==> src/cpfa_pkg.sv <==
package cpfa_pkg;

  localparam int DATA_W   = 32;
  localparam int COUNT_W  = 11;
  localparam int STATUS_W = 2;
  localparam int CFG_IDX_W = 1;

  localparam logic [STATUS_W-1:0] ST_DONE   = 2'd0;
  localparam logic [STATUS_W-1:0] ST_NO_FIT = 2'd1;
  localparam logic [STATUS_W-1:0] ST_BAD    = 2'd2;

  localparam logic FN_ALLOC = 1'b0;
  localparam logic FN_FREE  = 1'b1;

  localparam logic [CFG_IDX_W-1:0] REG_BASE_ADDRESS = 1'd0;
  localparam logic [CFG_IDX_W-1:0] REG_FRAME_COUNT  = 1'd1;

  localparam logic [DATA_W-1:0]  BASE_ADDRESS_RST = 32'h0000_0000;
  localparam logic [COUNT_W-1:0] FRAME_COUNT_RST  = 11'd1024;
  localparam logic [DATA_W-1:0]  KSEG0_OFFSET     = 32'h8000_0000;

  typedef logic [STATUS_W-1:0] status_t;
  typedef logic [DATA_W-1:0]   addr_t;
  typedef logic [COUNT_W-1:0]  count_t;

endpackage

==> src/cpfa_req_if.sv <==
interface cpfa_req_if
  import cpfa_pkg::*;
  ();
  logic   valid;
  logic   ready;
  logic   func;
  count_t page_count;
  addr_t  free_address;

  modport source (output valid, output func, output page_count, output free_address,
                  input ready);
  modport sink (input valid, input func, input page_count, input free_address,
                output ready);
endinterface

==> src/cpfa_rsp_if.sv <==
interface cpfa_rsp_if
  import cpfa_pkg::*;
  ();
  logic    valid;
  logic    ready;
  status_t status;
  addr_t   phys_address;

  modport source (output valid, output status, output phys_address, input ready);
  modport sink (input valid, input status, input phys_address, output ready);
endinterface

==> src/contiguous_page_frame_allocator.sv <==
// Channel  Direction  Contents
// req      in         func, page_count, free_address
// rsp      out        status, phys_address
// cfg      in         cfg_write, cfg_index, cfg_data (base_address, frame_count)
//
// After reset the frame map is cleared one entry a cycle, all MAX_FRAMES entries, with req held off.
// An allocate scans the map: it reads one map entry a cycle from the single map read port,
// then the run is marked one frame a cycle.
// A free walks the chain, reading each frame's entry and then clearing it.
// One request is handled at a time; a stalled rsp holds the finished result in a register
// while the next request is accepted, and a later result waits until the slot is free.
module contiguous_page_frame_allocator
  import cpfa_pkg::*;
  #(
    parameter int MAX_FRAMES = 1024,
    parameter int PAGE_SHIFT = 12
  ) (
    input  logic                 clk,
    input  logic                 rst,
    input  logic                 cfg_write,
    input  logic [CFG_IDX_W-1:0] cfg_index,
    input  logic [DATA_W-1:0]    cfg_data,
    cpfa_req_if.sink             req,
    cpfa_rsp_if.source           rsp
  );

  localparam int IDX_W = $clog2(MAX_FRAMES);
  localparam int CNT_W = ($clog2(MAX_FRAMES + 1) > COUNT_W) ? $clog2(MAX_FRAMES + 1) : COUNT_W;

  localparam logic [2:0] S_CLEAR = 3'd0;
  localparam logic [2:0] S_IDLE  = 3'd1;
  localparam logic [2:0] S_START = 3'd2;
  localparam logic [2:0] S_SCAN  = 3'd3;
  localparam logic [2:0] S_MARK  = 3'd4;
  localparam logic [2:0] S_WRD   = 3'd5;
  localparam logic [2:0] S_WEV   = 3'd6;
  localparam logic [2:0] S_RESP  = 3'd7;

  logic [2:0] state, state_next;

  addr_t  base_address;
  count_t frame_count;

  logic   req_func;
  count_t req_count;
  addr_t  req_addr;

  logic [IDX_W-1:0] clr_idx, clr_idx_next;
  logic [CNT_W-1:0] issue_idx, issue_idx_next;
  logic             pend, pend_next;
  logic [CNT_W-1:0] pend_idx, pend_idx_next;
  logic [CNT_W-1:0] run, run_next;
  logic [CNT_W-1:0] start, start_next;
  logic [CNT_W-1:0] mark_idx, mark_idx_next;
  logic [CNT_W-1:0] remain, remain_next;
  logic [CNT_W-1:0] walk_idx, walk_idx_next;
  status_t          res_status, res_status_next;
  addr_t            res_addr, res_addr_next;

  logic    out_valid, out_valid_next;
  status_t out_status;
  addr_t   out_addr;
  logic    out_load;

  // Each entry holds {used, continues}.
  logic [1:0]       map_mem [MAX_FRAMES];
  logic [1:0]       rdata;
  logic             mem_we, mem_re;
  logic [IDX_W-1:0] mem_waddr, mem_raddr;
  logic [1:0]       mem_wdata;

  logic [CNT_W-1:0] n_frames;
  logic [CNT_W-1:0] want;
  addr_t            free_off;
  addr_t            free_idx;
  logic             req_xfer;

  assign n_frames = (CNT_W'(frame_count) < CNT_W'(MAX_FRAMES)) ? CNT_W'(frame_count)
                                                               : CNT_W'(MAX_FRAMES);
  assign want     = CNT_W'(req_count);
  assign free_off = (req_addr - base_address) ^ KSEG0_OFFSET;
  assign free_idx = free_off >> PAGE_SHIFT;

  assign req.ready        = (state == S_IDLE);
  assign req_xfer         = req.valid && req.ready;
  assign rsp.valid        = out_valid;
  assign rsp.status       = out_status;
  assign rsp.phys_address = out_addr;

  always_comb begin
    state_next      = state;
    clr_idx_next    = clr_idx;
    issue_idx_next  = issue_idx;
    pend_next       = pend;
    pend_idx_next   = pend_idx;
    run_next        = run;
    start_next      = start;
    mark_idx_next   = mark_idx;
    remain_next     = remain;
    walk_idx_next   = walk_idx;
    res_status_next = res_status;
    res_addr_next   = res_addr;
    out_valid_next  = out_valid && !rsp.ready;
    out_load        = 1'b0;
    mem_we          = 1'b0;
    mem_waddr       = '0;
    mem_wdata       = 2'b00;
    mem_re          = 1'b0;
    mem_raddr       = '0;

    case (state)
      S_CLEAR: begin
        mem_we       = 1'b1;
        mem_waddr    = clr_idx;
        clr_idx_next = clr_idx + 1'b1;
        if (clr_idx == IDX_W'(MAX_FRAMES - 1)) begin
          state_next = S_IDLE;
        end
      end
      S_IDLE: begin
        if (req_xfer) begin
          state_next = S_START;
        end
      end
      S_START: begin
        res_addr_next = '0;
        if (req_func == FN_ALLOC) begin
          if (req_count == '0) begin
            res_status_next = ST_BAD;
            state_next      = S_RESP;
          end else begin
            issue_idx_next = '0;
            pend_next      = 1'b0;
            run_next       = '0;
            start_next     = '0;
            state_next     = S_SCAN;
          end
        end else begin
          if (free_idx >= DATA_W'(n_frames)) begin
            res_status_next = ST_BAD;
            state_next      = S_RESP;
          end else begin
            walk_idx_next = free_idx[CNT_W-1:0];
            state_next    = S_WRD;
          end
        end
      end
      S_SCAN: begin
        if (pend && !rdata[1] && (run + 1'b1 == want)) begin
          res_status_next = ST_DONE;
          res_addr_next   = (DATA_W'(start) << PAGE_SHIFT) + base_address;
          mark_idx_next   = start;
          remain_next     = want;
          pend_next       = 1'b0;
          state_next      = S_MARK;
        end else begin
          if (pend) begin
            if (rdata[1]) begin
              run_next   = '0;
              start_next = pend_idx + 1'b1;
            end else begin
              run_next = run + 1'b1;
            end
          end
          if (issue_idx < n_frames) begin
            mem_re         = 1'b1;
            mem_raddr      = issue_idx[IDX_W-1:0];
            pend_next      = 1'b1;
            pend_idx_next  = issue_idx;
            issue_idx_next = issue_idx + 1'b1;
          end else begin
            pend_next = 1'b0;
            if (!pend) begin
              res_status_next = ST_NO_FIT;
              res_addr_next   = '0;
              state_next      = S_RESP;
            end
          end
        end
      end
      S_MARK: begin
        mem_we        = 1'b1;
        mem_waddr     = mark_idx[IDX_W-1:0];
        mem_wdata     = {1'b1, remain != CNT_W'(1)};
        mark_idx_next = mark_idx + 1'b1;
        remain_next   = remain - 1'b1;
        if (remain == CNT_W'(1)) begin
          state_next = S_RESP;
        end
      end
      S_WRD: begin
        mem_re     = 1'b1;
        mem_raddr  = walk_idx[IDX_W-1:0];
        state_next = S_WEV;
      end
      S_WEV: begin
        mem_we    = 1'b1;
        mem_waddr = walk_idx[IDX_W-1:0];
        if (rdata[0] && (walk_idx + 1'b1 < n_frames)) begin
          walk_idx_next = walk_idx + 1'b1;
          state_next    = S_WRD;
        end else begin
          res_status_next = ST_DONE;
          res_addr_next   = '0;
          state_next      = S_RESP;
        end
      end
      S_RESP: begin
        if (!out_valid || rsp.ready) begin
          out_load       = 1'b1;
          out_valid_next = 1'b1;
          state_next     = S_IDLE;
        end
      end
      default: begin
        state_next = S_IDLE;
      end
    endcase
  end

  always_ff @(posedge clk) begin
    if (mem_we) begin
      map_mem[mem_waddr] <= mem_wdata;
    end
    if (mem_re) begin
      rdata <= map_mem[mem_raddr];
    end
  end

  always_ff @(posedge clk) begin
    if (rst) begin
      state        <= S_CLEAR;
      clr_idx      <= '0;
      pend         <= 1'b0;
      out_valid    <= 1'b0;
      base_address <= BASE_ADDRESS_RST;
      frame_count  <= FRAME_COUNT_RST;
    end else begin
      state     <= state_next;
      clr_idx   <= clr_idx_next;
      pend      <= pend_next;
      out_valid <= out_valid_next;
      if (cfg_write) begin
        if (cfg_index == REG_BASE_ADDRESS) begin
          base_address <= cfg_data;
        end
        if (cfg_index == REG_FRAME_COUNT) begin
          frame_count <= cfg_data[COUNT_W-1:0];
        end
      end
    end
  end

  always_ff @(posedge clk) begin
    issue_idx  <= issue_idx_next;
    pend_idx   <= pend_idx_next;
    run        <= run_next;
    start      <= start_next;
    mark_idx   <= mark_idx_next;
    remain     <= remain_next;
    walk_idx   <= walk_idx_next;
    res_status <= res_status_next;
    res_addr   <= res_addr_next;
    if (req_xfer) begin
      req_func  <= req.func;
      req_count <= req.page_count;
      req_addr  <= req.free_address;
    end
    if (out_load) begin
      out_status <= res_status;
      out_addr   <= res_addr;
    end
  end

endmodule

==> src/flat_wrapper.sv <==
// flat-port wrapper written by rule: the top's interface ports become plain ports
module contiguous_page_frame_allocator_flat import cpfa_pkg::*;
#(
    parameter int MAX_FRAMES = 1024,
    parameter int PAGE_SHIFT = 12
  )
  (clk, rst, cfg_write, cfg_index, cfg_data, req_valid, req_func, req_page_count, req_free_address, req_ready, rsp_valid, rsp_status, rsp_phys_address, rsp_ready);
  cpfa_req_if req_i ();
  cpfa_rsp_if rsp_i ();
  input  logic clk;
  input  logic rst;
  input  logic cfg_write;
  input  logic [CFG_IDX_W-1:0] cfg_index;
  input  logic [DATA_W-1:0] cfg_data;
  input wire logic [$bits(req_i.valid)-1:0] req_valid;
  input wire logic [$bits(req_i.func)-1:0] req_func;
  input wire logic [$bits(req_i.page_count)-1:0] req_page_count;
  input wire logic [$bits(req_i.free_address)-1:0] req_free_address;
  output wire logic [$bits(req_i.ready)-1:0] req_ready;
  output wire logic [$bits(rsp_i.valid)-1:0] rsp_valid;
  output wire logic [$bits(rsp_i.status)-1:0] rsp_status;
  output wire logic [$bits(rsp_i.phys_address)-1:0] rsp_phys_address;
  input wire logic [$bits(rsp_i.ready)-1:0] rsp_ready;
  assign req_i.valid = req_valid;
  assign req_i.func = req_func;
  assign req_i.page_count = req_page_count;
  assign req_i.free_address = req_free_address;
  assign req_ready = req_i.ready;
  assign rsp_valid = rsp_i.valid;
  assign rsp_status = rsp_i.status;
  assign rsp_phys_address = rsp_i.phys_address;
  assign rsp_i.ready = rsp_ready;
  contiguous_page_frame_allocator #(.MAX_FRAMES(MAX_FRAMES), .PAGE_SHIFT(PAGE_SHIFT)) u_core (.clk(clk), .rst(rst), .cfg_write(cfg_write), .cfg_index(cfg_index), .cfg_data(cfg_data), .req(req_i), .rsp(rsp_i));
endmodule
==> config.mk <==
export PLATFORM = sky130hd
export DESIGN_NAME = contiguous_page_frame_allocator_flat
export DESIGN_NICKNAME = d
export VERILOG_FILES = /design/src/cpfa_pkg.sv /design/src/cpfa_req_if.sv /design/src/cpfa_rsp_if.sv /design/src/contiguous_page_frame_allocator.sv /design/src/flat_wrapper.sv
export SDC_FILE = /design/constraint.sdc
export NUM_CORES = 2
export LEC_CHECK = 0
export BUFFER_PORTS_ARGS = -buffer_cell sky130_fd_sc_hd__buf_2
export CORE_ASPECT_RATIO = 0.8
export CORE_UTILIZATION = 50
export CTS_BUF_LIST = sky130_fd_sc_hd__clkbuf_8
export CTS_CLUSTER_DIAMETER = 120
export DETAILED_ROUTE_END_ITERATION = 16
export PLACE_DENSITY = 0.76
export SYNTH_ARGS = -nofsm -noshare
export SYNTH_HDL_FRONTEND = slang
export SYNTH_SLANG_ARGS = --single-unit
==> constraint.sdc <==
create_clock -name clk -period 45.1 [get_ports clk]
set_input_delay 11.275 -clock clk [delete_from_list [all_inputs] [get_ports clk]]
set_output_delay 11.275 -clock clk [all_outputs]
set_load 0.01 [all_outputs]
==> run metrics <==
WP data required=between 30 and 40 ns; Max-cap violations=0; vias in the first global route=61303; Overflow after GRT=0; EDFF count, synth=2238; critical path type=register to primary output; Worst R2R End=u_core.rdata[1]; P_sw=1.26 mW; post-layout min period=13.72 ns; Max stage delay on crit path=0.56 ns; Synth Warn #=0; Logic pwr share=roughly an eighth; Initial DRT Pass Iterations=8; initial drt markers=11103; DR vias/cell=6.32; Resized cells post-CTS=0; Filler cells=between 15000 and 20000; CTS Buffer Depth=4; Crit. End Element=primary output; drt wl/cell=27.3 um; Reg2Reg Launch Point=u_core.run[0]; Clock Power Share=roughly a third; Area Growth Syn to Fin=9.55%; internal power=3.37 mW; clk sink count=2296; Worst Skew=0.0858 ns; share of cells above drive strength 1=a little over a tenth; H-Tree Depth=5; CTS tree=done; Net Sw Frac=27.2%; first-pass GRT wire length=399000 um; crit path from=u_core.state[2]; worst slew pin tran=1.35 ns; setup tns final=0 ns; I/O Pins=around 120; crit-path cells=buf_4 > nor2_1 > and2_1 > buf_2; initial antenna violation count=22; Placeable Area=between 150000 and 200000 um2; Leakage=approximately 39 nW; net count after synthesis=7439; sequential area share after synthesis=between 70% and 80%; Final Hold Fails=0; mapped cell area=97200 um2; Cell variety after synth=91; cell row count=144; dominant synthesized flop cell=edfxtp_1; worst r2r path cells=19; Final setup viols=0; sequential share of power=53.0%; Crit-path slowest cell=nor2_1; Synth Instances=7276; Via Count=64416; outcome=finished, final reports clean; clk root buf=clkbuf_8; RSZ-0062 raised after global routing=no; Post-CTS Setup Bufs=0; Worst-Skew Late Latency=1.09 ns; final WL=roughly 280000 um; flop2flop setup slack=35.91 ns; worst hold path type=register to register; final net count=about 7500; flip-flop and latch count after synthesis=approximately 2300; asr flop ratio synth=0%; Mean Syn Cell Area=approximately 13 um2; port bufs=~120; Final Hold Slack=between 0.4 and 0.5 ns; Num CTS Buffers=between 300 and 400; Starting Density=between 50% and 60%; largest net degree at the start of global routing=239; Max Fclk=72.9 MHz; pwr/cell area=43.4 nW/um2; RePlAce Congestion=between 0.8 and 0.9; Max Transition Viols Final=0; post-route ant nets=0; Setup crit start kind=register; die height=396 um; full die area=196000 um2; fin crit share=30.4%; Final HPWL DP=155000 um; Max-slew headroom=approximately a tenth; All-Layer GR Usage=27.8%; Hold Buf Count CTS=0; Die Wd=approximately 500 um; Reg clk slew, reported paths=0.07 ns; worst path arrival time=roughly 2.5 ns; Crit Path Max Fanout=32; highest ir drop seen on vdd=54.2 uV; Worst setup endpoint=req_ready; DR DRC count=0
## synthesized netlist by cell type (all sizes together), types with 24 or more instances
library cell,count,area share (%)
buf,242,1.3
nand2,804,3.1
edfxtp,2238,69
a21oi,159,0.82
nor3,41,0.22
and3,24,0.16
o21ai,129,0.67
mux2i,779,8.0
a32oi,51,0.46
xor2,35,0.32
nand3,274,1.4
nor2,1176,4.5
mux2,34,0.39
nand4,29,0.19
clkbuf,283,1.1
o22ai,313,2.0
dfxtp,58,1.2
xnor2,57,0.51
ha,80,1.0
inv,73,0.28
nor4,62,0.41
## cell families after synthesis
family	after synthesis	share of synthesized area (%)
buffers and inverters	599	2.68
XOR/XNOR	92	0.829
flip-flops	2296	70.3
multiplexers	813	8.41
AND/OR/NAND/NOR	2501	10.7
AO/OA/AOI/OAI	894	6.04
adder cells (fa/ha/maj)	81	1.05
## worst max-delay path: cells and delay by family, from the launching register on
family        cells  cell delay [ns]
buf+inv           2             0.35
flops             1             0.30
simple gates      2             0.77
## sequential cells by signal, summed over array words and instances (netlist names), 32 cells and up
signal	cells
u_core.map_mem	2048
u_core.rsp.phys_address	32
u_core.res_addr	32
u_core.base_address	32
u_core.req_addr	32
## per-stage QoR
stage	instances	instance area (um2)	utilization (%)	power (mW)	setup slack [ns]
finish	10193	107000	55.3	4.63	31.38
global route	10188	107000	55.2	4.74	31.25
CTS	10183	106000	55.2	4.61	31.33
detailed placement	9577	100000	52.0	3.06	32.34
global placement	9577	100000	52.0	3.05	32.39
floorplan	7276	97200	-	2.95	8.38
## layer usage
metal  GRT usage [%]  share of wire (%)
met5               0              0.040
met4            12.3                4.4
met3            8.49                 15
met2            40.0                 43
met1            38.8                 37
## how the worst min path moves through the flow
stage / from / end / slack (ns) / depth (start not counted)
floorplan: u_core.res_addr[0] / u_core.rsp.phys_address[0] / 0.40 / 0
global placement: u_core.res_addr[25] / u_core.rsp.phys_address[25] / 0.43 / 0
detailed placement: u_core.res_addr[29] / u_core.rsp.phys_address[29] / 0.41 / 0
CTS: u_core.res_addr[4] / u_core.rsp.phys_address[4] / 0.41 / 0
global route: u_core.res_addr[4] / u_core.rsp.phys_address[4] / 0.43 / 0
finish: u_core.res_addr[4] / u_core.rsp.phys_address[4] / 0.40 / 0
## final cells by class
type / instances / area (um2) / area share, %
Sequential cell: 2296 / 68400 / 64.2
Inverter: 74 / 285 / 0.268
Multi-Input combinational cell: 4381 / 26500 / 24.9
Tap cell: 2555 / 3200 / 3.00
Timing Repair Buffer: 271 / 1880 / 1.76
Clock buffer: 362 / 4980 / 4.68
Antenna cell: 10 / 25.0 / 0.0235
Clock inverter: 244 / 1240 / 1.16
## power by group through the flow
stage	sequential [mW]	combinational, mW	clock (mW)
floorplan	2.62	0.331	0
global placement	2.50	0.551	0
CTS	2.45	0.563	1.59
global route	2.45	0.606	1.68
detailed placement	2.50	0.561	0
finish	2.45	0.586	1.59
## cell usage in the layout (no fill, tap or decap), types with 13 or more instances in the layout
| master | count |
|---|---|
| edfxtp_1 | 2238 |
| nor2_1 | 1171 |
| mux2i_1 | 779 |
| nand2_1 | 771 |
| clkbuf_8 | 362 |
| o22ai_1 | 310 |
| nand3_1 | 272 |
| inv_1 | 168 |
| a21oi_1 | 157 |
| buf_4 | 143 |
| o21ai_0 | 121 |
| buf_2 | 117 |
| clkinv_1 | 96 |
| ha_1 | 80 |
| nor4_1 | 59 |
| dfxtp_1 | 58 |
| xnor2_1 | 57 |
| a32oi_1 | 51 |
| nor3_1 | 36 |
| xor2_1 | 35 |
| mux2_2 | 34 |
| clkinv_2 | 33 |
| nand2_2 | 32 |
| nand4_1 | 28 |
| a21o_1 | 23 |
| and3_1 | 22 |
| a311oi_1 | 22 |
| o211ai_1 | 21 |
| a31oi_1 | 19 |
| a2111oi_0 | 17 |
| nor2b_1 | 14 |
| a41oi_1 | 14 |
| o21a_1 | 14 |
| nand2b_1 | 13 |
No activity file was read; power rests on OpenSTA's default activity.
